`config.mk`:
```
export PLATFORM = sky130hd
export DESIGN_NAME = sorted_min_priority_queue_flat
export DESIGN_NICKNAME = d
export VERILOG_FILES = /design/src/rtl/core/smpq_pkg.sv /design/src/rtl/core/smpq_if.sv /design/src/rtl/core/smpq_ctrl.sv /design/src/rtl/core/smpq_dp.sv /design/src/rtl/core/sorted_min_priority_queue.sv /design/src/flat_wrapper.sv
export SDC_FILE = /design/constraint.sdc
export NUM_CORES = 2
export LEC_CHECK = 0
export BUFFER_PORTS_ARGS = -buffer_cell sky130_fd_sc_hd__clkbuf_2
export CORE_MARGIN = 2
export CORE_UTILIZATION = 45
export CTS_BUF_LIST = sky130_fd_sc_hd__clkbuf_4 sky130_fd_sc_hd__clkbuf_8
export DETAILED_ROUTE_END_ITERATION = 10
export GPL_ROUTABILITY_DRIVEN = 1
export PLACE_DENSITY = 0.71
export SETUP_SLACK_MARGIN = 0.02
export SYNTH_ARGS = -nofsm -noshare
export SYNTH_HDL_FRONTEND = slang
export SYNTH_SLANG_ARGS = --single-unit
```
`constraint.sdc`:
```
create_clock -name i_clk -period 5.7 [get_ports i_clk]
set_input_delay 0.855 -clock i_clk [delete_from_list [all_inputs] [get_ports i_clk]]
set_output_delay 0.855 -clock i_clk [all_outputs]
set_load 0.03 [all_outputs]
```
`src/rtl/core/smpq_pkg.sv`:
```
// smpq_pkg: shared types and codes for the sorted minimum priority queue
// no dependencies; imported by the interfaces and every rtl/core module
`default_nettype none

package smpq_pkg;

    // input action codes
    localparam logic ACT_INSERT = 1'b0;
    localparam logic ACT_REMOVE = 1'b1;

    // fixed payload widths
    localparam int unsigned VALUE_W = 32;
    localparam int unsigned STATUS_W = 2;
    localparam int unsigned FILL_W = 5;

    // result status codes
    typedef enum logic [STATUS_W-1:0] {
        ST_OK    = 2'd0,
        ST_EMPTY = 2'd1,
        ST_FULL  = 2'd2
    } t_status;

    // controller to datapath command
    typedef struct packed {
        logic go;
        logic remove;
    } t_cmd;

endpackage

`default_nettype wire

```
`src/rtl/core/smpq_if.sv`:
```
// smpq_in_if / smpq_out_if: valid-ready channels for input and result beats
// depends on smpq_pkg
`default_nettype none

interface smpq_in_if;
    import smpq_pkg::*;

    logic                       valid;
    logic                       ready;
    logic                       action;
    logic signed [VALUE_W-1:0]  value;

    modport source (output valid, output action, output value, input ready);
    modport sink   (input valid, input action, input value, output ready);
endinterface

interface smpq_out_if;
    import smpq_pkg::*;

    logic                       valid;
    logic                       ready;
    logic signed [VALUE_W-1:0]  result_value;
    logic [STATUS_W-1:0]        status;
    logic [FILL_W-1:0]          fill_level;

    modport source (output valid, output result_value, output status,
                    output fill_level, input ready);
    modport sink   (input valid, input result_value, input status,
                    input fill_level, output ready);
endinterface

`default_nettype wire

```
`src/rtl/core/smpq_ctrl.sv`:
```
// smpq_ctrl: handshake controller, owns the result register valid state
// depends on smpq_pkg
`default_nettype none

module smpq_ctrl (
    input  wire logic           i_clk,
    input  wire logic           i_rst_n,
    input  wire logic           i_in_valid,
    input  wire logic           i_in_action,
    output logic                o_in_ready,
    output logic                o_out_valid,
    input  wire logic           i_out_ready,
    output smpq_pkg::t_cmd      o_cmd
);
    import smpq_pkg::*;

    typedef enum logic {
        S_IDLE,
        S_HOLD
    } t_state;

    t_state r_state;
    t_state n_state;
    logic   accept;

    // a new beat is taken when the result register is free or draining
    assign o_in_ready  = (r_state == S_IDLE) || i_out_ready;
    assign accept      = i_in_valid && o_in_ready;
    assign o_out_valid = (r_state == S_HOLD);

    assign o_cmd.go     = accept;
    assign o_cmd.remove = (i_in_action == ACT_REMOVE);

    // next state
    always_comb begin
        n_state = r_state;
        unique case (r_state)
            S_IDLE: begin
                if (accept) n_state = S_HOLD;
            end
            S_HOLD: begin
                if (i_out_ready && !accept) n_state = S_IDLE;
            end
            default: n_state = S_IDLE;
        endcase
    end

    // state register
    always_ff @(posedge i_clk) begin
        if (!i_rst_n) begin
            r_state <= S_IDLE;
        end else begin
            r_state <= n_state;
        end
    end

endmodule

`default_nettype wire

```
`src/rtl/core/smpq_dp.sv`:
```
// smpq_dp: row of compare-and-shift cells, entry count and result register
// depends on smpq_pkg
`default_nettype none

module smpq_dp #(
    parameter int unsigned DEPTH = 16
) (
    input  wire logic                               i_clk,
    input  wire logic                               i_rst_n,
    input  wire smpq_pkg::t_cmd                     i_cmd,
    input  wire logic signed [smpq_pkg::VALUE_W-1:0] i_value,
    output logic signed [smpq_pkg::VALUE_W-1:0]     o_result_value,
    output logic [smpq_pkg::STATUS_W-1:0]           o_status,
    output logic [smpq_pkg::FILL_W-1:0]             o_fill_level
);
    import smpq_pkg::*;

    localparam int unsigned CW = $clog2(DEPTH + 1);

    logic signed [VALUE_W-1:0]  r_cells [DEPTH];
    logic signed [VALUE_W-1:0]  n_ins   [DEPTH];
    logic signed [VALUE_W-1:0]  n_rem   [DEPTH];
    logic [DEPTH-1:0]           lt;
    logic [CW-1:0]              r_count;
    logic [CW-1:0]              n_count;
    logic                       empty;
    logic                       full;
    logic [31:0]                count_ext;

    logic signed [VALUE_W-1:0]  r_result_value;
    logic [STATUS_W-1:0]        r_status;
    logic [FILL_W-1:0]          r_fill_level;

    assign empty = (r_count == '0);
    assign full  = (r_count == CW'(DEPTH));

    // per-cell compare and shift sources
    for (genvar g = 0; g < DEPTH; g++) begin : g_cell
        assign lt[g] = (CW'(g) < r_count) && (r_cells[g] < i_value);
        if (g == 0) begin : g_head
            assign n_ins[g] = lt[g] ? r_cells[g] : i_value;
        end else begin : g_body
            assign n_ins[g] = lt[g] ? r_cells[g] : (lt[g-1] ? i_value : r_cells[g-1]);
        end
        if (g == DEPTH - 1) begin : g_tail
            assign n_rem[g] = r_cells[g];
        end else begin : g_mid
            assign n_rem[g] = r_cells[g+1];
        end
    end

    // entry count after this beat
    always_comb begin
        n_count = r_count;
        if (i_cmd.remove) begin
            if (!empty) n_count = r_count - CW'(1);
        end else begin
            if (!full) n_count = r_count + CW'(1);
        end
    end

    // fill level wraps to the field width
    assign count_ext = 32'(n_count);

    // cell row, no reset: cells at or above the count are never read out
    always_ff @(posedge i_clk) begin
        if (i_cmd.go) begin
            for (int i = 0; i < DEPTH; i++) begin
                if (i_cmd.remove) begin
                    if (!empty) r_cells[i] <= n_rem[i];
                end else begin
                    if (!full) r_cells[i] <= n_ins[i];
                end
            end
        end
    end

    // count register
    always_ff @(posedge i_clk) begin
        if (!i_rst_n) begin
            r_count <= '0;
        end else if (i_cmd.go) begin
            r_count <= n_count;
        end
    end

    // result register
    always_ff @(posedge i_clk) begin
        if (i_cmd.go) begin
            r_fill_level <= count_ext[FILL_W-1:0];
            if (i_cmd.remove) begin
                r_result_value <= empty ? '0 : r_cells[0];
                r_status       <= empty ? ST_EMPTY : ST_OK;
            end else begin
                r_result_value <= '0;
                r_status       <= full ? ST_FULL : ST_OK;
            end
        end
    end

    assign o_result_value = r_result_value;
    assign o_status       = r_status;
    assign o_fill_level   = r_fill_level;

endmodule

`default_nettype wire

```
`src/rtl/core/sorted_min_priority_queue.sv`:
```
// sorted_min_priority_queue: top level, joins controller and cell datapath
// depends on smpq_pkg, smpq_if, smpq_ctrl, smpq_dp
//
//  port   dir  beat contents
//  i_in   in   action (0 insert, 1 remove), value (signed 32)
//  o_out  out  result_value (signed 32), status (2), fill_level (5)
//
// one beat per cycle while the result is not stalled: every cell compares with
// the new value and shifts in the same cycle that the beat is accepted.
// the result lands in an output register in the cycle after acceptance.
// reset clears the entry count and the result valid; cells are not cleared.
// a stalled result holds; a new beat is taken in the cycle the result drains.
`default_nettype none

module sorted_min_priority_queue #(
    parameter int unsigned DEPTH = 16
) (
    input  wire logic       i_clk,
    input  wire logic       i_rst_n,
    smpq_in_if.sink         i_in,
    smpq_out_if.source      o_out
);
    import smpq_pkg::*;

    t_cmd cmd;

    smpq_ctrl u_ctrl (
        .i_clk       (i_clk),
        .i_rst_n     (i_rst_n),
        .i_in_valid  (i_in.valid),
        .i_in_action (i_in.action),
        .o_in_ready  (i_in.ready),
        .o_out_valid (o_out.valid),
        .i_out_ready (o_out.ready),
        .o_cmd       (cmd)
    );

    smpq_dp #(
        .DEPTH (DEPTH)
    ) u_dp (
        .i_clk          (i_clk),
        .i_rst_n        (i_rst_n),
        .i_cmd          (cmd),
        .i_value        (i_in.value),
        .o_result_value (o_out.result_value),
        .o_status       (o_out.status),
        .o_fill_level   (o_out.fill_level)
    );

endmodule

`default_nettype wire

```
`src/flat_wrapper.sv`:
```
// flat-port wrapper written by rule: the top's interface ports become plain ports
module sorted_min_priority_queue_flat import smpq_pkg::*;
#(
    parameter int unsigned DEPTH = 16
)
  (i_clk, i_rst_n, i_in_valid, i_in_action, i_in_value, i_in_ready, o_out_valid, o_out_result_value, o_out_status, o_out_fill_level, o_out_ready);
  smpq_in_if i_in_i ();
  smpq_out_if o_out_i ();
  input  wire logic i_clk;
  input  wire logic i_rst_n;
  input wire logic [$bits(i_in_i.valid)-1:0] i_in_valid;
  input wire logic [$bits(i_in_i.action)-1:0] i_in_action;
  input wire logic [$bits(i_in_i.value)-1:0] i_in_value;
  output wire logic [$bits(i_in_i.ready)-1:0] i_in_ready;
  output wire logic [$bits(o_out_i.valid)-1:0] o_out_valid;
  output wire logic [$bits(o_out_i.result_value)-1:0] o_out_result_value;
  output wire logic [$bits(o_out_i.status)-1:0] o_out_status;
  output wire logic [$bits(o_out_i.fill_level)-1:0] o_out_fill_level;
  input wire logic [$bits(o_out_i.ready)-1:0] o_out_ready;
  assign i_in_i.valid = i_in_valid;
  assign i_in_i.action = i_in_action;
  assign i_in_i.value = i_in_value;
  assign i_in_ready = i_in_i.ready;
  assign o_out_valid = o_out_i.valid;
  assign o_out_result_value = o_out_i.result_value;
  assign o_out_status = o_out_i.status;
  assign o_out_fill_level = o_out_i.fill_level;
  assign o_out_i.ready = o_out_ready;
  sorted_min_priority_queue #(.DEPTH(DEPTH)) u_core (.i_clk(i_clk), .i_rst_n(i_rst_n), .i_in(i_in_i), .o_out(o_out_i));
endmodule
```
==> summary.txt <==
GRT overflow = 0
Crit path DAT = 4810 ps
Syn Nets = 4461
Fin nets = 4501
Tightest Pin Transition = 1070 ps
Post-Place Cell Area = 41500 sq um
Post-Synth Simple-Gate Area = 0.122
Synth Area in Adders = 0.157
Clock buffer depth = 3
Share of cells above drive strength 1 = 0.0946
Hold-fix buffers, CTS = 0
Hold Startpoint = i_in_valid
Die W = 301 um
Slew Limit Fails = 0
WL per Instance = 20.7 um
Largest family of logic cells by synthesized area = compound AO/OA/AOI/OAI gates
First-pass GRT wire length = 169000 um
# H-tree levels = 3
DRT Pass-1 Iters = 6
Mux cell area share after synthesis = 0.106
Hold path depth = 3
Hold Slack = 394 ps
Final HPWL from detailed placement = 80000 um
PostCTS Resize Cnt = 0
Placed cells = 5027
Endpoints failing hold = 0
Clock root cell = clkbuf_8
Kind of start point of the critical path = input port
Final period util = 0.769
Vias in the first global route = 30400
CP Max Fanout = 36
Most frequent cells in the layout = nand2_1, edfxtp_1, ha_1
GPL Wtd Cong = 0.875
Post-Syn Area per Cell = 10.1 sq um
Warnings from Yosys = 0
GRT Total Usage = 0.233
Synth Register Bits = 557
Max-slew headroom = 0.286
RSZ-0062 raised after global routing = false
Routed Antenna Nets = 0
Largest net degree at the start of global routing = 171
IO Count = 78
Register area share after synthesis = 0.419
Max Clock Freq = 0.228 GHz
Die area = 90700 sq um
TritonCTS clock tree = built
Peak VDD IR = 171 uV
Drt via density = 6.01
Post-synth EDFFs = 551
Starting density of the core = 0.452
Critical Path Sink Type = register
Synthesized instance count = 3925
FF-to-FF Start = u_core.u_dp.r_cells[1][119]
R2R Path End = u_core.u_dp.r_cells[1][110]
Worst Reg2Reg Path Length in Cells = 10
Placement Setup Slack = 648 ps
Final setup violation count = 0
Crit path required time = 6130 ps
Post-CTS Setup Inserts = 0
DR iter-0 viols = 2692
Port Buf Inserts = 77
Rows = 109
Finished Layout Cells = 5208
Outcome = finished, final reports clean
Area of the core = 88000 sq um
DR vias = 31300
Mapped cell area = 39800 sq um
DR DRC count = 0
Compound-Gate Fraction of Synth Area = 0.159
Worst Skew = 28.4 ps
Skew-Pair Late Insertion Delay = 720 ps
Most common cell after layout, fill and taps aside = nand2_1
Clock Sinks = 557
Final instance area = 43500 sq um
Fin crit period = 4380 ps
Initial antenna violation count = 3
Drt total wl = 108000 um
Clk slew on worst S/H paths = 60 ps
Post-synthesis xor/xnor area fraction = 0.000441
Synth async-reset ratio = 0
Area grow syn2layout = 9.33%
Cts bufs inserted = 101
Final setup TNS = 0 ps
Worst Hold Path EP = u_core.u_ctrl.o_out_valid
Post-synth top flop = edfxtp_1
Static Leak = 18.9 nW
PwrDens = 277 nW/um^2
Yosys cell types = 77
# fillers = 7963
Number of max-cap violations = 0
R2r setup slk = 1870 ps
WS Path Type = input port to register
CP startpoint = i_in_value[31]
Min-Delay Path Class = input port to register
Min setup slack post-route = 1320 ps
Die height = 301 um
## per-stage QoR
step | utilization | total power (W)
after floorplan | - | 0.00742
after global placement | 0.472 | 0.00818
after detailed placement | 0.472 | 0.00830
after CTS | 0.494 | 0.0121
after global routing | 0.494 | 0.0126
final | 0.494 | 0.0120
## where the power goes
group          internal [W]  switching (W)
combinational       0.00105        0.00173
clock               0.00200        0.00177
sequential          0.00512       0.000360
## layer usage
metal,track usage,vias to the layer above,routed length [um]
met5,0,-,0
met4,0.0894,0,3780
met3,0.0290,187,6200
met2,0.365,1028,47900
met1,0.328,15100,49800
li1,-,15000,-
## sequential cells by signal (all words and copies together), names as in the netlist
| register | cells |
|---|---|
| u_core.u_ctrl.o_out_valid | 1 |
| u_core.u_dp.r_cells | 512 |
| u_core.u_dp.o_fill_level | 5 |
| u_core.u_dp.r_count | 5 |
| u_core.u_dp.o_status | 2 |
| u_core.u_dp.o_result_value | 32 |
## cells by family (layout without fill, tap and decap cells)
kind of cell,after synthesis,count (layout)
simple gates,1064,1064
xor+xnor,2,2
other cells,0,3
compound gates,1054,1054
fa+ha+maj,499,499
mux,417,417
buf+inv,332,447
flops,557,557
## how the worst max path moves through the flow
stage / to / slack (ps) / depth (start not counted)
3_5_place_dp: u_core.u_dp.r_cells[1][98] / 650 / 12
5_1_grt: u_core.u_dp.r_cells[1][182] / 1140 / 11
3_3_place_gp: u_core.u_dp.r_cells[1][98] / 640 / 12
6_report: u_core.u_dp.r_cells[1][182] / 1320 / 11
4_1_cts: u_core.u_dp.r_cells[1][121] / 1350 / 12
2_1_floorplan: u_core.u_dp.r_cells[1][192] / 70 / 7
## cells in the mapped netlist (all sizes together) (18+ instances only)
library cell | number | area share
nand2 | 599 | 0.057
ha | 499 | 0.16
a311oi | 37 | 0.0082
nand2b | 19 | 0.0030
nand4 | 73 | 0.011
nor3 | 46 | 0.0058
nor2 | 105 | 0.0099
nor2b | 18 | 0.0028
a21o | 75 | 0.014
o21ai | 510 | 0.065
inv | 85 | 0.0080
nand3 | 53 | 0.0067
and2 | 39 | 0.0061
or3 | 36 | 0.0057
a21oi | 227 | 0.029
buf | 63 | 0.012
o221ai | 64 | 0.014
edfxtp | 551 | 0.42
clkbuf | 184 | 0.017
mux2i | 415 | 0.11
a211oi | 25 | 0.0048
and3 | 36 | 0.0057
## critical path, cell delays in order
cell	delay, ps
clkbuf_2	380
inv_1	450
ha_1	480
and4_1	220
and4bb_2	270
nand4_1	120
a311oi_1	520
a2111oi_1	150
mux2_2	720
buf_4	420
o221ai_1	190
## area by class of cell
cell class	count	area [sq um]	share of cell area
flip-flops and latches	557	16700	0.383
clock inverters	31	174	0.00400
clock buffers	147	1750	0.0404
repair buffers	184	1280	0.0294
diodes	3	7.51	0.000173
inverters	85	319	0.00734
well taps	1165	1460	0.0335
multi-input cells	3036	21800	0.502
Note: power is estimated with default switching activity, not from simulation.
